## config.mk

```make
export PLATFORM = sky130hd
export DESIGN_NAME = a1_range_reference_parser
export DESIGN_NICKNAME = d
export VERILOG_FILES = /design/src/rtl/a1rp_pkg.sv /design/src/rtl/a1_range_reference_parser.sv /design/src/rtl/a1rp_front.sv /design/src/rtl/a1rp_queue.sv /design/src/rtl/a1rp_back.sv
export SDC_FILE = /design/constraint.sdc
export NUM_CORES = 2
export LEC_CHECK = 0
export BUFFER_PORTS_ARGS = -buffer_cell sky130_fd_sc_hd__clkbuf_2
export CAP_MARGIN = 20
export CORE_UTILIZATION = 27
export CTS_BUF_LIST = sky130_fd_sc_hd__clkbuf_16
export DETAILED_ROUTE_END_ITERATION = 8
export MAX_ROUTING_LAYER = met4
export REMOVE_ABC_BUFFERS = 1
export SLEW_MARGIN = 15
export SYNTH_ARGS = -nofsm -noshare
export SYNTH_HDL_FRONTEND = slang
export SYNTH_SLANG_ARGS = --single-unit
```

## constraint.sdc

```tcl
create_clock -name clk -period 12.4 [get_ports clk]
set_input_delay 1.86 -clock clk [delete_from_list [all_inputs] [get_ports clk]]
set_output_delay 1.86 -clock clk [all_outputs]
set_load 0.05 [all_outputs]
```

## src/rtl/a1rp_pkg.sv

```systemverilog
// ----------------------------------------------------------------------------
// a1rp_pkg: shared types and constants of the A1 range reference parser
// Field widths, parse limits, character codes, register indexes and the
// token record handed from the front parser to the back checker.
// ----------------------------------------------------------------------------
package a1rp_pkg;

  localparam int CHAR_W  = 16;
  localparam int SIDX_W  = 16;
  localparam int COL_W   = 14;
  localparam int ROW_W   = 20;
  localparam int SHEET_W = 15;
  localparam int CACC_W  = 29;   // bijective base-26 column, up to six letters
  localparam int RACC_W  = 30;   // decimal row, up to nine digits
  localparam int CFG_IDX_W  = 2;
  localparam int CFG_DATA_W = 20;

  // accumulator values at or above these take no further letter / digit
  localparam logic [CACC_W-1:0] SIX_LETTER_COLUMN = CACC_W'(12356631);
  localparam logic [RACC_W-1:0] NINE_DIGIT_ROW    = RACC_W'(100000000);
  localparam logic [CACC_W-1:0] COL_RADIX         = CACC_W'(26);
  localparam logic [RACC_W-1:0] ROW_RADIX         = RACC_W'(10);

  localparam logic [CHAR_W-1:0] CH_LOWER_A  = 16'h0061;
  localparam logic [CHAR_W-1:0] CH_LOWER_Z  = 16'h007A;
  localparam logic [CHAR_W-1:0] CH_UPPER_A  = 16'h0041;
  localparam logic [CHAR_W-1:0] CH_UPPER_Z  = 16'h005A;
  localparam logic [CHAR_W-1:0] CH_DIGIT_0  = 16'h0030;
  localparam logic [CHAR_W-1:0] CH_DIGIT_9  = 16'h0039;
  localparam logic [CHAR_W-1:0] CH_COLON    = 16'h003A;
  localparam logic [CHAR_W-1:0] CASE_OFFSET = 16'h0020;

  localparam logic [COL_W-1:0]   MAX_COLUMN_RST = COL_W'(16383);
  localparam logic [ROW_W-1:0]   MAX_ROW_RST    = ROW_W'(1048575);
  localparam logic [SHEET_W-1:0] MAX_SHEET_RST  = SHEET_W'(255);

  localparam int QUEUE_DEPTH_DEF = 4;

  typedef enum logic [CFG_IDX_W-1:0] {
    REG_MAX_COLUMN = 2'd0,
    REG_MAX_ROW    = 2'd1,
    REG_MAX_SHEET  = 2'd2
  } reg_idx_t;

  typedef enum logic [1:0] {
    PH_COL1 = 2'd0,
    PH_ROW1 = 2'd1,
    PH_COL2 = 2'd2,
    PH_ROW2 = 2'd3
  } phase_t;

  typedef struct packed {
    logic [COL_W-1:0]   max_column;
    logic [ROW_W-1:0]   max_row;
    logic [SHEET_W-1:0] max_sheet;
  } limits_t;

  typedef struct packed {
    logic                     perr;
    logic                     two_half;
    logic [CACC_W-1:0]        first_col;
    logic [RACC_W-1:0]        first_row;
    logic [CACC_W-1:0]        col;
    logic [RACC_W-1:0]        row;
    logic signed [SIDX_W-1:0] sheet;
    logic                     track;
  } token_t;

endpackage

```

## src/rtl/a1_range_reference_parser.sv

```systemverilog
// ----------------------------------------------------------------------------
// a1_range_reference_parser: A1 cell range reference parser
// Parses "addr" or "addr:addr" one character per transaction and returns
// the zero-based, ordered and clipped range with sticky overflow flags.
// ----------------------------------------------------------------------------
//
//  channel  direction  handshake          carries
//  -------  ---------  -----------------  ------------------------------------
//  in_      input      in_valid/in_stall  one character, last flag, sheet,
//                                         overflow tracking enable
//  out_     output     out_valid/out_stall  one result per token
//  cfg_     input      cfg_valid/cfg_ready  register index and write data
//
//  One character transaction per cycle while in_stall is low. A token's result
//  passes through the queue write, the bound ordering stage and the limit
//  check into the output register before it shows on out_valid.
//  Reset (rst_n low, synchronous) clears parse state, queue, pipeline valids
//  and sticky flags, and loads the limit registers with their defaults.
//  in_stall rises only when the token queue is full, which happens when
//  out_stall holds results back over several tokens; every character is then
//  held, also those of a token that is not yet finished.
//
module a1_range_reference_parser #(
  parameter int QUEUE_DEPTH = a1rp_pkg::QUEUE_DEPTH_DEF
) (
  input  logic                               clk,
  input  logic                               rst_n,
  // character input
  input  logic                               in_valid,
  output logic                               in_stall,
  input  logic [a1rp_pkg::CHAR_W-1:0]        in_char_code,
  input  logic                               in_last_char,
  input  logic signed [a1rp_pkg::SIDX_W-1:0] in_sheet_index,
  input  logic                               in_track_overflow,
  // result output
  output logic                               out_valid,
  input  logic                               out_stall,
  output logic [a1rp_pkg::COL_W-1:0]         out_start_column,
  output logic [a1rp_pkg::ROW_W-1:0]         out_start_row,
  output logic [a1rp_pkg::COL_W-1:0]         out_end_column,
  output logic [a1rp_pkg::ROW_W-1:0]         out_end_row,
  output logic                               out_range_valid,
  output logic                               out_column_overflow_flag,
  output logic                               out_row_overflow_flag,
  output logic                               out_sheet_overflow_flag,
  // register writes
  input  logic                               cfg_valid,
  output logic                               cfg_ready,
  input  logic [a1rp_pkg::CFG_IDX_W-1:0]     cfg_index,
  input  logic [a1rp_pkg::CFG_DATA_W-1:0]    cfg_wdata
);
  import a1rp_pkg::*;

  limits_t limits_r;
  token_t  push_entry, pop_entry;
  logic    q_push, q_full, q_pop, q_not_empty;

  // limits are to be written only while the block is idle (the block does not enforce it); always ready
  assign cfg_ready = 1'b1;

  always_ff @(posedge clk) begin
    if (!rst_n) begin
      limits_r.max_column <= MAX_COLUMN_RST;
      limits_r.max_row    <= MAX_ROW_RST;
      limits_r.max_sheet  <= MAX_SHEET_RST;
    end else if (cfg_valid && cfg_ready) begin
      unique case (cfg_index)
        REG_MAX_COLUMN: limits_r.max_column <= cfg_wdata[COL_W-1:0];
        REG_MAX_ROW:    limits_r.max_row    <= cfg_wdata[ROW_W-1:0];
        REG_MAX_SHEET:  limits_r.max_sheet  <= cfg_wdata[SHEET_W-1:0];
        default:        ;  // unused index, write dropped
      endcase
    end
  end

  // front: grammar and accumulators, one character per cycle unless the queue is full
  a1rp_front u_front (
    .clk               (clk),
    .rst_n             (rst_n),
    .in_valid          (in_valid),
    .in_stall          (in_stall),
    .in_char_code      (in_char_code),
    .in_last_char      (in_last_char),
    .in_sheet_index    (in_sheet_index),
    .in_track_overflow (in_track_overflow),
    .q_full            (q_full),
    .q_push            (q_push),
    .q_entry           (push_entry)
  );

  // finished tokens wait here so the parser keeps going under out_stall
  a1rp_queue #(
    .DEPTH (QUEUE_DEPTH)
  ) u_queue (
    .clk       (clk),
    .rst_n     (rst_n),
    .push      (q_push),
    .wr_entry  (push_entry),
    .full      (q_full),
    .pop       (q_pop),
    .not_empty (q_not_empty),
    .rd_entry  (pop_entry)
  );

  // back: bound ordering, limit checks, clipping, sticky flags
  a1rp_back u_back (
    .clk                      (clk),
    .rst_n                    (rst_n),
    .limits                   (limits_r),
    .q_not_empty              (q_not_empty),
    .q_entry                  (pop_entry),
    .q_pop                    (q_pop),
    .out_valid                (out_valid),
    .out_stall                (out_stall),
    .out_start_column         (out_start_column),
    .out_start_row            (out_start_row),
    .out_end_column           (out_end_column),
    .out_end_row              (out_end_row),
    .out_range_valid          (out_range_valid),
    .out_column_overflow_flag (out_column_overflow_flag),
    .out_row_overflow_flag    (out_row_overflow_flag),
    .out_sheet_overflow_flag  (out_sheet_overflow_flag)
  );

  // a valid range comes out ordered
  a_ordered: assert property (@(posedge clk) disable iff (!rst_n)
    (out_valid && out_range_valid) |->
      (out_start_column <= out_end_column) && (out_start_row <= out_end_row))
    else $error("valid range with reversed bounds");

  // an invalid result carries no coordinates
  a_invalid_zero: assert property (@(posedge clk) disable iff (!rst_n)
    (out_valid && !out_range_valid) |->
      (out_start_column == '0) && (out_start_row == '0) &&
      (out_end_column == '0) && (out_end_row == '0))
    else $error("invalid result with nonzero coordinates");

  // clipped end stays inside the configured limits
  a_clipped: assert property (@(posedge clk) disable iff (!rst_n)
    (out_valid && out_range_valid) |->
      (out_end_column <= limits_r.max_column) && (out_end_row <= limits_r.max_row))
    else $error("end bound beyond limit");

  // no push into a full queue
  a_no_overrun: assert property (@(posedge clk) disable iff (!rst_n)
    q_full |-> !q_push)
    else $error("token queue overrun");

endmodule

```

## src/rtl/a1rp_front.sv

```systemverilog
// ----------------------------------------------------------------------------
// a1rp_front: character parser
// Takes one character per cycle while the queue is not full, runs the address
// grammar and pushes one token record into the queue on the last character.
// ----------------------------------------------------------------------------
module a1rp_front (
  input  logic                            clk,
  input  logic                            rst_n,
  input  logic                            in_valid,
  output logic                            in_stall,
  input  logic [a1rp_pkg::CHAR_W-1:0]     in_char_code,
  input  logic                            in_last_char,
  input  logic signed [a1rp_pkg::SIDX_W-1:0] in_sheet_index,
  input  logic                            in_track_overflow,
  input  logic                            q_full,
  output logic                            q_push,
  output a1rp_pkg::token_t                q_entry
);
  import a1rp_pkg::*;

  phase_t              phase_r, phase_nxt, ph_eff;
  logic                perr_r, perr_nxt;
  logic [CACC_W-1:0]   col_r, col_nxt, fcol_r, fcol_nxt;
  logic [RACC_W-1:0]   row_r, row_nxt, frow_r, frow_nxt;
  logic [CHAR_W-1:0]   cu;
  logic                is_letter, is_digit, is_colon, take_row, accept;

  assign cu        = (in_char_code >= CH_LOWER_A && in_char_code <= CH_LOWER_Z) ?
                     in_char_code - CASE_OFFSET : in_char_code;
  assign is_letter = (cu >= CH_UPPER_A) && (cu <= CH_UPPER_Z);
  assign is_digit  = (in_char_code >= CH_DIGIT_0) && (in_char_code <= CH_DIGIT_9);
  assign is_colon  = (in_char_code == CH_COLON);

  // next parse state for the current character
  always_comb begin
    phase_nxt = phase_r;
    perr_nxt  = perr_r;
    col_nxt   = col_r;
    row_nxt   = row_r;
    fcol_nxt  = fcol_r;
    frow_nxt  = frow_r;
    take_row  = 1'b0;
    ph_eff    = phase_r;
    if (!perr_r) begin
      if (phase_r == PH_COL1 || phase_r == PH_COL2) begin
        if (is_letter) begin
          if (col_r >= SIX_LETTER_COLUMN) begin
            perr_nxt = 1'b1;
          end else begin
            // 'A'..'Z' low five bits are 1..26
            col_nxt = col_r * COL_RADIX + CACC_W'(cu[4:0]);
          end
        end else if (col_r == '0) begin
          perr_nxt = 1'b1;
        end else begin
          take_row = 1'b1;
          ph_eff   = (phase_r == PH_COL1) ? PH_ROW1 : PH_ROW2;
        end
      end else begin
        take_row = 1'b1;
      end
      if (take_row) begin
        phase_nxt = ph_eff;
        if (is_digit) begin
          if (row_r >= NINE_DIGIT_ROW) begin
            perr_nxt = 1'b1;
          end else begin
            row_nxt = row_r * ROW_RADIX + RACC_W'(in_char_code[3:0]);
          end
        end else if (is_colon && ph_eff == PH_ROW1) begin
          fcol_nxt  = col_r;
          frow_nxt  = row_r;
          col_nxt   = '0;
          row_nxt   = '0;
          phase_nxt = PH_COL2;
        end else begin
          perr_nxt = 1'b1;
        end
      end
    end
  end

  // queue side
  always_comb begin
    accept            = in_valid && !q_full;
    in_stall          = q_full;
    q_push            = accept && in_last_char;
    q_entry.perr      = perr_nxt;
    q_entry.two_half  = phase_nxt[1];
    q_entry.first_col = fcol_nxt;
    q_entry.first_row = frow_nxt;
    q_entry.col       = col_nxt;
    q_entry.row       = row_nxt;
    q_entry.sheet     = in_sheet_index;
    q_entry.track     = in_track_overflow;
  end

  always_ff @(posedge clk) begin
    if (!rst_n || (accept && in_last_char)) begin
      phase_r <= PH_COL1;
      perr_r  <= 1'b0;
      col_r   <= '0;
      row_r   <= '0;
      fcol_r  <= '0;
      frow_r  <= '0;
    end else if (accept) begin
      phase_r <= phase_nxt;
      perr_r  <= perr_nxt;
      col_r   <= col_nxt;
      row_r   <= row_nxt;
      fcol_r  <= fcol_nxt;
      frow_r  <= frow_nxt;
    end
  end

endmodule

```

## src/rtl/a1rp_queue.sv

```systemverilog
// ----------------------------------------------------------------------------
// a1rp_queue: token queue
// Small FIFO of parsed token records between the parser and the checker.
// ----------------------------------------------------------------------------
module a1rp_queue #(
  parameter int DEPTH = a1rp_pkg::QUEUE_DEPTH_DEF
) (
  input  logic             clk,
  input  logic             rst_n,
  input  logic             push,
  input  a1rp_pkg::token_t wr_entry,
  output logic             full,
  input  logic             pop,
  output logic             not_empty,
  output a1rp_pkg::token_t rd_entry
);
  import a1rp_pkg::*;

  localparam int PTR_W = $clog2(DEPTH);
  localparam int CNT_W = $clog2(DEPTH + 1);

  token_t             mem_r [DEPTH];
  logic [PTR_W-1:0]   wr_ptr_r, wr_ptr_nxt, rd_ptr_r, rd_ptr_nxt;
  logic [CNT_W-1:0]   count_r, count_nxt;

  assign full      = (count_r == CNT_W'(DEPTH));
  assign not_empty = (count_r != '0);
  assign rd_entry  = mem_r[rd_ptr_r];

  always_comb begin
    wr_ptr_nxt = (wr_ptr_r == PTR_W'(DEPTH - 1)) ? '0 : wr_ptr_r + 1'b1;
    rd_ptr_nxt = (rd_ptr_r == PTR_W'(DEPTH - 1)) ? '0 : rd_ptr_r + 1'b1;
    count_nxt  = count_r;
    if (push && !pop) begin
      count_nxt = count_r + 1'b1;
    end else if (pop && !push) begin
      count_nxt = count_r - 1'b1;
    end
  end

  always_ff @(posedge clk) begin
    if (push) begin
      mem_r[wr_ptr_r] <= wr_entry;
    end
  end

  always_ff @(posedge clk) begin
    if (!rst_n) begin
      wr_ptr_r <= '0;
      rd_ptr_r <= '0;
      count_r  <= '0;
    end else begin
      if (push) begin
        wr_ptr_r <= wr_ptr_nxt;
      end
      if (pop) begin
        rd_ptr_r <= rd_ptr_nxt;
      end
      count_r <= count_nxt;
    end
  end

endmodule

```

## src/rtl/a1rp_back.sv

```systemverilog
// ----------------------------------------------------------------------------
// a1rp_back: range checker
// Two stages: order the bounds, then check limits, clip, update the sticky
// overflow flags and hold the result for the output channel.
// ----------------------------------------------------------------------------
module a1rp_back (
  input  logic                         clk,
  input  logic                         rst_n,
  input  a1rp_pkg::limits_t            limits,
  input  logic                         q_not_empty,
  input  a1rp_pkg::token_t             q_entry,
  output logic                         q_pop,
  output logic                         out_valid,
  input  logic                         out_stall,
  output logic [a1rp_pkg::COL_W-1:0]   out_start_column,
  output logic [a1rp_pkg::ROW_W-1:0]   out_start_row,
  output logic [a1rp_pkg::COL_W-1:0]   out_end_column,
  output logic [a1rp_pkg::ROW_W-1:0]   out_end_row,
  output logic                         out_range_valid,
  output logic                         out_column_overflow_flag,
  output logic                         out_row_overflow_flag,
  output logic                         out_sheet_overflow_flag
);
  import a1rp_pkg::*;

  // stage A: ordered bounds
  logic                     a_valid_r, a_ready, a_ok_r, a_ok_nxt, a_track_r;
  logic [CACC_W-1:0]        a_sc_r, a_ec_r, a_sc_nxt, a_ec_nxt, c_lo, c_hi;
  logic [RACC_W-1:0]        a_sr_r, a_er_r, a_sr_nxt, a_er_nxt, r_lo, r_hi;
  logic signed [SIDX_W-1:0] a_sheet_r;

  // stage B: limits and result
  logic b_load;
  logic ec_over, er_over, sc_over, sr_over, sheet_neg, sheet_over, sheet_bad, ok;
  logic set_col, set_row, set_sheet;
  logic col_flag_r, row_flag_r, sheet_flag_r;
  logic out_valid_r;

  always_comb begin
    c_lo = q_entry.two_half ? q_entry.first_col : q_entry.col;
    r_lo = q_entry.two_half ? q_entry.first_row : q_entry.row;
    c_hi = q_entry.col;
    r_hi = q_entry.row;
    a_ok_nxt = !q_entry.perr && (c_hi != '0) && (r_hi != '0) &&
               (c_lo != '0) && (r_lo != '0);
    // compare before the one-based to zero-based step, same order
    if (c_lo > c_hi) begin
      a_sc_nxt = c_hi - 1'b1;
      a_ec_nxt = c_lo - 1'b1;
    end else begin
      a_sc_nxt = c_lo - 1'b1;
      a_ec_nxt = c_hi - 1'b1;
    end
    if (r_lo > r_hi) begin
      a_sr_nxt = r_hi - 1'b1;
      a_er_nxt = r_lo - 1'b1;
    end else begin
      a_sr_nxt = r_lo - 1'b1;
      a_er_nxt = r_hi - 1'b1;
    end
  end

  assign b_load  = a_valid_r && (!out_valid_r || !out_stall);
  assign a_ready = !a_valid_r || b_load;
  assign q_pop   = q_not_empty && a_ready;

  // checks run in order: end bounds, sheet, start column, start row
  always_comb begin
    ec_over    = a_ec_r > CACC_W'(limits.max_column);
    er_over    = a_er_r > RACC_W'(limits.max_row);
    sc_over    = a_sc_r > CACC_W'(limits.max_column);
    sr_over    = a_sr_r > RACC_W'(limits.max_row);
    sheet_neg  = a_sheet_r[SIDX_W-1];
    sheet_over = !sheet_neg && (a_sheet_r[SHEET_W-1:0] > limits.max_sheet);
    sheet_bad  = sheet_neg || sheet_over;
    ok         = a_ok_r && !sheet_bad && !sc_over && !sr_over;
    set_col    = a_track_r && a_ok_r && (ec_over || (!sheet_bad && sc_over));
    set_row    = a_track_r && a_ok_r &&
                 (er_over || (!sheet_bad && !sc_over && sr_over));
    set_sheet  = a_track_r && a_ok_r && sheet_over;
  end

  always_ff @(posedge clk) begin
    if (!rst_n) begin
      a_valid_r    <= 1'b0;
      out_valid_r  <= 1'b0;
      col_flag_r   <= 1'b0;
      row_flag_r   <= 1'b0;
      sheet_flag_r <= 1'b0;
    end else begin
      if (a_ready) begin
        a_valid_r <= q_not_empty;
      end
      if (b_load) begin
        out_valid_r  <= 1'b1;
        col_flag_r   <= col_flag_r | set_col;
        row_flag_r   <= row_flag_r | set_row;
        sheet_flag_r <= sheet_flag_r | set_sheet;
      end else if (!out_stall) begin
        out_valid_r <= 1'b0;
      end
    end
  end

  always_ff @(posedge clk) begin
    if (q_pop) begin
      a_ok_r    <= a_ok_nxt;
      a_sc_r    <= a_sc_nxt;
      a_ec_r    <= a_ec_nxt;
      a_sr_r    <= a_sr_nxt;
      a_er_r    <= a_er_nxt;
      a_sheet_r <= q_entry.sheet;
      a_track_r <= q_entry.track;
    end
    if (b_load) begin
      out_range_valid          <= ok;
      out_start_column         <= ok ? a_sc_r[COL_W-1:0] : '0;
      out_start_row            <= ok ? a_sr_r[ROW_W-1:0] : '0;
      out_end_column           <= !ok ? '0 : (ec_over ? limits.max_column : a_ec_r[COL_W-1:0]);
      out_end_row              <= !ok ? '0 : (er_over ? limits.max_row : a_er_r[ROW_W-1:0]);
      out_column_overflow_flag <= col_flag_r | set_col;
      out_row_overflow_flag    <= row_flag_r | set_row;
      out_sheet_overflow_flag  <= sheet_flag_r | set_sheet;
    end
  end

  assign out_valid = out_valid_r;

endmodule
```

* Word level (Yosys, flattened, before mapping)
Memories as Yosys holds them, arrays and structs flattened. A register that Yosys moved wholly into a read port is not among the register bits.
Cells that the tools add are included.
** Storage, ports and cells
- Flip-flop bits (word level) :: 390
- Memory bits (writable) :: 548
- Bits of input ports :: 61
- Output and inout bits :: 75
- Word-level logic and storage cells :: 193
- Memories :: 1
** Operators by class
- Add/sub/neg operators :: 11
- Multiply operators :: 2
- Order comparisons :: 15
- Eq/ne operators :: 9
- Multiplexer cells :: 61
- Bitwise gates (word level) :: 4
- Reduce and logical (&&, ||, !) cells :: 57
** Memory list
- u_queue.mem_r :: depth 4, bits a word 137, rd ports 1, clocked after memory_dff 1, write ports 1, RTL line a1rp_queue.sv:22 : token_t mem_r [DEPTH];
** Operators with widths (count)
- $mux 29 :: 14
- $mux 30 :: 12
- $gt 30x20->1 :: 2
- $reduce_bool 30->1 :: 2
- $sub 30x1->30 const B :: 2
- $gt 29x14->1 :: 2
- $reduce_bool 29->1 :: 2
- $sub 29x1->29 const B :: 2
- $ge 16x7->1 const B :: 2
- $le 16x7->1 const B :: 2
- $add 30x4->30 :: 1
- $ge 30x27->1 const B :: 1
- $gt 30x30->1 :: 1
- $mul 30x3->29 const B :: 1
- $add 29x5->29 :: 1
- $ge 29x24->1 const B :: 1
- $gt 29x29->1 :: 1
- $logic_not 29->1 :: 1
- $mul 29x4->28 const B :: 1
- $mux 2 :: 13
- $logic_and 1x1->1 :: 25
- $mux 20 :: 1
- $mux 1 :: 17
- $eq 16x6->1 const B :: 1
- 23 further kinds :: 51

* Longest topological paths before layout
- Depth after elaboration :: 14
- Depth in mapped cells :: 25
- Gate-level depth less buffers :: 17

* Hierarchy
Synthesis repeated with hierarchy kept, for this count alone.
** Second synthesis, totals
- Cells, all modules :: 3979
- Area total of the unflattened synthesis :: 49236.0 µm²
** By module, submodules not included
- a1rp_queue :: times used 1, cells an instance 759, area an instance 20195.6 µm², seq. area each 16636.0 µm²
- a1rp_back :: times used 1, cells an instance 1448, area an instance 15038.2 µm², seq. area each 6346.1 µm²
- a1rp_front :: times used 1, cells an instance 1572, area an instance 11941.5 µm², seq. area each 2422.3 µm²
- a1_range_reference_parser :: times used 1, cells an instance 200, area an instance 2060.7 µm², seq. area each 980.9 µm²

* Least setup slack after synthesis
Ideal clock, no wire load.
- Path kind :: input-to-reg
- Start :: in out_stall
- End :: reg u_queue.count_r[2]
- Library setup time :: 0.076 ns
- Data arrival time :: 10.695 ns
- Required time :: 12.324 ns
- Slack :: 1.629 ns
- Stages on the path :: 8
- Path buffers :: 0
- Path through :: a31oi_1 inv_1 ha_1 inv_1 fa_1 xor2_1 or3_1 a21boi_0
** Between the ends
- Cells in the longest elaborated chain, start to end :: 8
- Elaborated cells on any way between the ends :: 10
- Those cells by class :: 1 x mux; 9 x reduce/logical
** Ends and longest elaborated chain
- start: declaration :: RTL line a1_range_reference_parser.sv:37 : input logic out_stall,
- $logic_not 1->1 (*) :: RTL line a1rp_back.sv:63 : assign b_load = a_valid_r && (!out_valid_r || !out_stall);
- $logic_or 1x1->1 (*) :: RTL line a1rp_back.sv:63
- $logic_and 1x1->1 (*) :: RTL line a1rp_back.sv:63
- $logic_or 1x1->1 (*) :: RTL line a1rp_back.sv:64 : assign a_ready = !a_valid_r || b_load;
- $logic_and 1x1->1 (*) :: RTL line a1rp_back.sv:65 : assign q_pop = q_not_empty && a_ready;
- $logic_not 1->1 :: RTL line a1rp_queue.sv:34 : if (push && !pop) begin
- $logic_and 1x1->1 :: RTL line a1rp_queue.sv:34
- $mux 3 or $reduce_bool 2->1 (tied branches)
- end signal: assignment :: RTL line a1rp_queue.sv:59 : count_r <= count_nxt;
- end: declaration :: RTL line a1rp_queue.sv:24 : logic [CNT_W-1:0] count_r, count_nxt;
Mark *: on every way between the ends. The rest lies on a longest branch, timed or not.
A chain may end at the register's enable or synchronous reset.

==> results.json <==
{
  "critPathKind": "reg -> reg",
  "path_clk_slew_ns": 0.06,
  "grt_pass1_vias": 31000,
  "report.final.slew_viol_count": 0,
  "seq_area_sq_mm": 0.0264,
  "clkLatencyLatePin_ns": 0.69,
  "cts_sinks": 940,
  "rows": 155,
  "fin_crit_ns": 6.16,
  "end_kind": "register",
  "finalCritPeriodShare": 0.497,
  "place_area_sq_mm": 0.0517,
  "drcViolationCount": 2,
  "die_x_microns": 426,
  "syn_area_sq_mm": 0.0485,
  "synth.avg_cell_area_sq_um": 12.1,
  "cts_setup_buffers": 0,
  "grt_use_met3": 0.0123,
  "switching_share": 0.350,
  "internal_power_mw": 7.16,
  "ios": 136,
  "dp.cells": 6370,
  "netlist_instances": 4013,
  "cts_tree": "built",
  "crit_family": "buffers and inverters",
  "overflow": 0,
  "cp.arrival_ns": 6.55,
  "worst_pin_slew_ns": 1.12,
  "start_kind": "register",
  "outcome": "finished with violations",
  "synth_edf_count": 756,
  "dieArea_sq_mm": 0.181,
  "critPathBufInv": 4,
  "ys.flop_type": "edfxtp_1",
  "ys_seq_area_frac": 0.544,
  "crit_path_cell_trace": "buf_4 > buf_4 > mux4_2 > nand2_1 > a21boi_0 > inv_1 > ha_1 > nor2b_1 > o21ai_0 > nand2b_1 > a21oi_1 > o21ai_0 > a21oi_1 > o21ai_0 > a221oi_1 > o211ai_1 > o21ai_4 > buf_4 > mux2i_1",
  "stdcell_count": 6534,
  "critPathRequiredTime_ns": 12.79,
  "viasPerCell": 4.75,
  "ys_warn_count": 0,
  "path_max_fanout": 58,
  "power_density_mw_per_mm2": 202,
  "slowest_stage": "buf_4",
  "num-nets-final": 4482,
  "drtPass1Iterations": 9,
  "synth_area_leaders": "edfxtp_1 47%, dfxtp_1 7.6%, ha_1 7.5%",
  "yosysTopAreaCell": "edfxtp_1",
  "ctsHoldBuffers": 0,
  "combPwrFrac": 0.351,
  "busiest_layer": "met2",
  "wl_per_cell_microns": 19.0,
  "setup_violations": 0,
  "root_buffer": "clkbuf_16",
  "fmax_mhz": 162,
  "p_sw_mw": 3.86,
  "synthToLayoutAreaGrowth_pct": 12.8,
  "drt-total-wl_mm": 124,
  "ys_async_sr_fraction": 0,
  "grt_max_degree": 138,
  "hpwl_mm": 91.6,
  "numCtsBuffers": 87,
  "hold_class": "reg -> reg",
  "utilization": 0.307,
  "ant_nets": 0,
  "track_usage": 0.138,
  "grt_pass1_wl_mm": 188,
  "seqPwrFrac": 0.398,
  "hold_viol": 0,
  "antenna_found_initial": 1,
  "io_buffers": 134,
  "violations": "design-rule violations",
  "multiInputGateArea_sq_mm": 0.0204,
  "num_antenna_cells": 0,
  "cts_resized": 0,
  "synth.top_cell.area_share": 0.468,
  "initial_core_util": 0.272,
  "gp_congestion": 0.909,
  "whs_ns": 0.454,
  "drtIter0Drc": 2118,
  "die_h_microns": 426,
  "synth_seq_cells": 940,
  "p_leak_nw": 20.6,
  "cp_slowest_stage_delay_ns": 0.80,
  "grt.met1_usage": 0.179,
  "grt_use_met2": 0.226,
  "ir_worst_vdd_v": 0.000167,
  "rsz0062_at_grt": "no",
  "cts.htree.levels": 3,
  "skew_ns": 0.0240,
  "layout-drive-gt1-share": 0.116,
  "yosysUniqueCellTypes": 87,
  "core-area_sq_mm": 0.178,
  "fillers": 17900,
  "fin_area_sq_mm": 0.0547,
  "num_vias": 31000,
  "max-cap-violations": 0,
  "clockBufferDepth": 3,
  "pwr-share-clk": 0.251,
  "maxSlewHeadroom": 0.251
}
[cells in the mapped netlist, types with 13 or more instances]
master,count
a211oi_1,18
a21boi_0,13
a21o_1,39
a21oi_1,163
a22o_1,17
and2_1,45
and3_1,23
buf_1,15
buf_2,20
clkbuf_1,116
dfxtp_1,184
edfxtp_1,756
fa_1,28
ha_1,289
inv_1,272
mux2i_1,189
mux4_2,125
nand2_1,486
nand2b_1,24
nand3_1,58
nand4_1,50
nor2_1,252
nor2b_1,38
nor3_1,89
nor4_1,24
o211ai_1,53
o21a_1,24
o21ai_0,153
o21ai_1,17
or2_2,14
or3_1,20
xnor2_1,142
xor2_1,54
[worst min-delay path, stage by stage, from the launching register on]
cell     delay, ns
dfxtp_1       0.31
nand2_1       0.05
a21oi_1       0.05
[area by class of cell]
class / instances / share of cell area
Sequential cell: 940 / 0.482
Clock inverter: 75 / 0.0133
Timing Repair Buffer: 166 / 0.0169
Inverter: 278 / 0.0191
Clock buffer: 89 / 0.0407
Tap cell: 2355 / 0.0539
Multi-Input combinational cell: 2631 / 0.374
[placed cells by master, fill, tap and decap left out, types with 23 or more instances in the layout]
cell type	n
xnor2_1	142
clkbuf_16	89
nand2b_1	23
and2_1	45
o21a_1	24
clkbuf_2	134
o21ai_0	153
nor3_1	88
edfxtp_1	756
buf_4	31
nand4_1	50
xor2_1	54
o211ai_1	53
nand3_1	57
dfxtp_1	182
a21oi_1	163
mux2i_1	189
fa_1	28
nand2_1	485
mux4_2	124
a21o_1	39
nor2_1	251
nor4_1	24
nor2b_1	37
inv_1	288
ha_1	289
[power by group through the flow]
stage	combinational (mW)	clock, mW	sequential [mW]
2_1_floorplan	2.93	0	4.66
3_3_place_gp	3.84	0	4.46
3_5_place_dp	3.89	0	4.46
4_1_cts	3.91	2.84	4.39
5_1_grt	4.27	2.94	4.42
6_report	3.87	2.77	4.38
[sequential cells by signal, summed over array words and instances (netlist names), 2 cells and up, named ones only]
| register | count |
|---|---|
| u_front.fcol_r | 29 |
| u_back.a_sr_r | 30 |
| u_back.a_er_r | 30 |
| u_queue.count_r | 3 |
| u_front.phase_r | 2 |
| u_front.col_r | 29 |
| u_queue.mem_r | 548 |
| u_back.a_sheet_r | 16 |
| u_back.a_ec_r | 29 |
| u_back.out_start_column | 14 |
| u_queue.wr_ptr_r | 2 |
| u_front.frow_r | 30 |
| u_front.row_r | 30 |
| u_back.out_end_row | 20 |
| u_back.a_sc_r | 29 |
| limits_r | 49 |
| u_back.out_start_row | 20 |
| u_queue.rd_ptr_r | 2 |
| u_back.out_end_column | 14 |
[cell families after synthesis]
kind of cell | count (synthesis) | share of synthesized area
AND/OR/NAND/NOR | 1194 | 0.116
flip-flops | 940 | 0.544
AO/OA/AOI/OAI | 593 | 0.0769
buffers and inverters | 442 | 0.0366
multiplexers | 328 | 0.104
adder cells (fa/ha/maj) | 317 | 0.0861
XOR/XNOR | 198 | 0.0362
other | 1 | 0.0000773
[metal layers]
layer | up-vias | routed length [microns]
li1 | 14900 | -
met1 | 15300 | 56000
met2 | 681 | 59400
met3 | 160 | 4300
met4 | 0 | 4130
met5 | - | 0
[per-stage QoR]
stage	total power [mW]	setup TNS (ns)	setup WS, ns
floorplan	7.59	-125.66	-1.49
global placement	8.30	0	6.03
detailed placement	8.35	0	6.08
CTS	11.1	0	6.08
global route	11.6	0	5.55
finish	11.0	0	6.24
[worst paths after layout]
kind | from | end | slack [ns] | depth (start not counted)
max | register | u_back.a_ec_r[10] | 6.24 | 19
min | u_front.frow_r[6] | u_front.frow_r[6] | 0.45 | 2
max reg2reg | register | u_back.a_ec_r[10] | 6.24 | 19
min reg2reg | u_front.frow_r[6] | u_front.frow_r[6] | 0.45 | 2
Power figures use the tool's default switching activity.
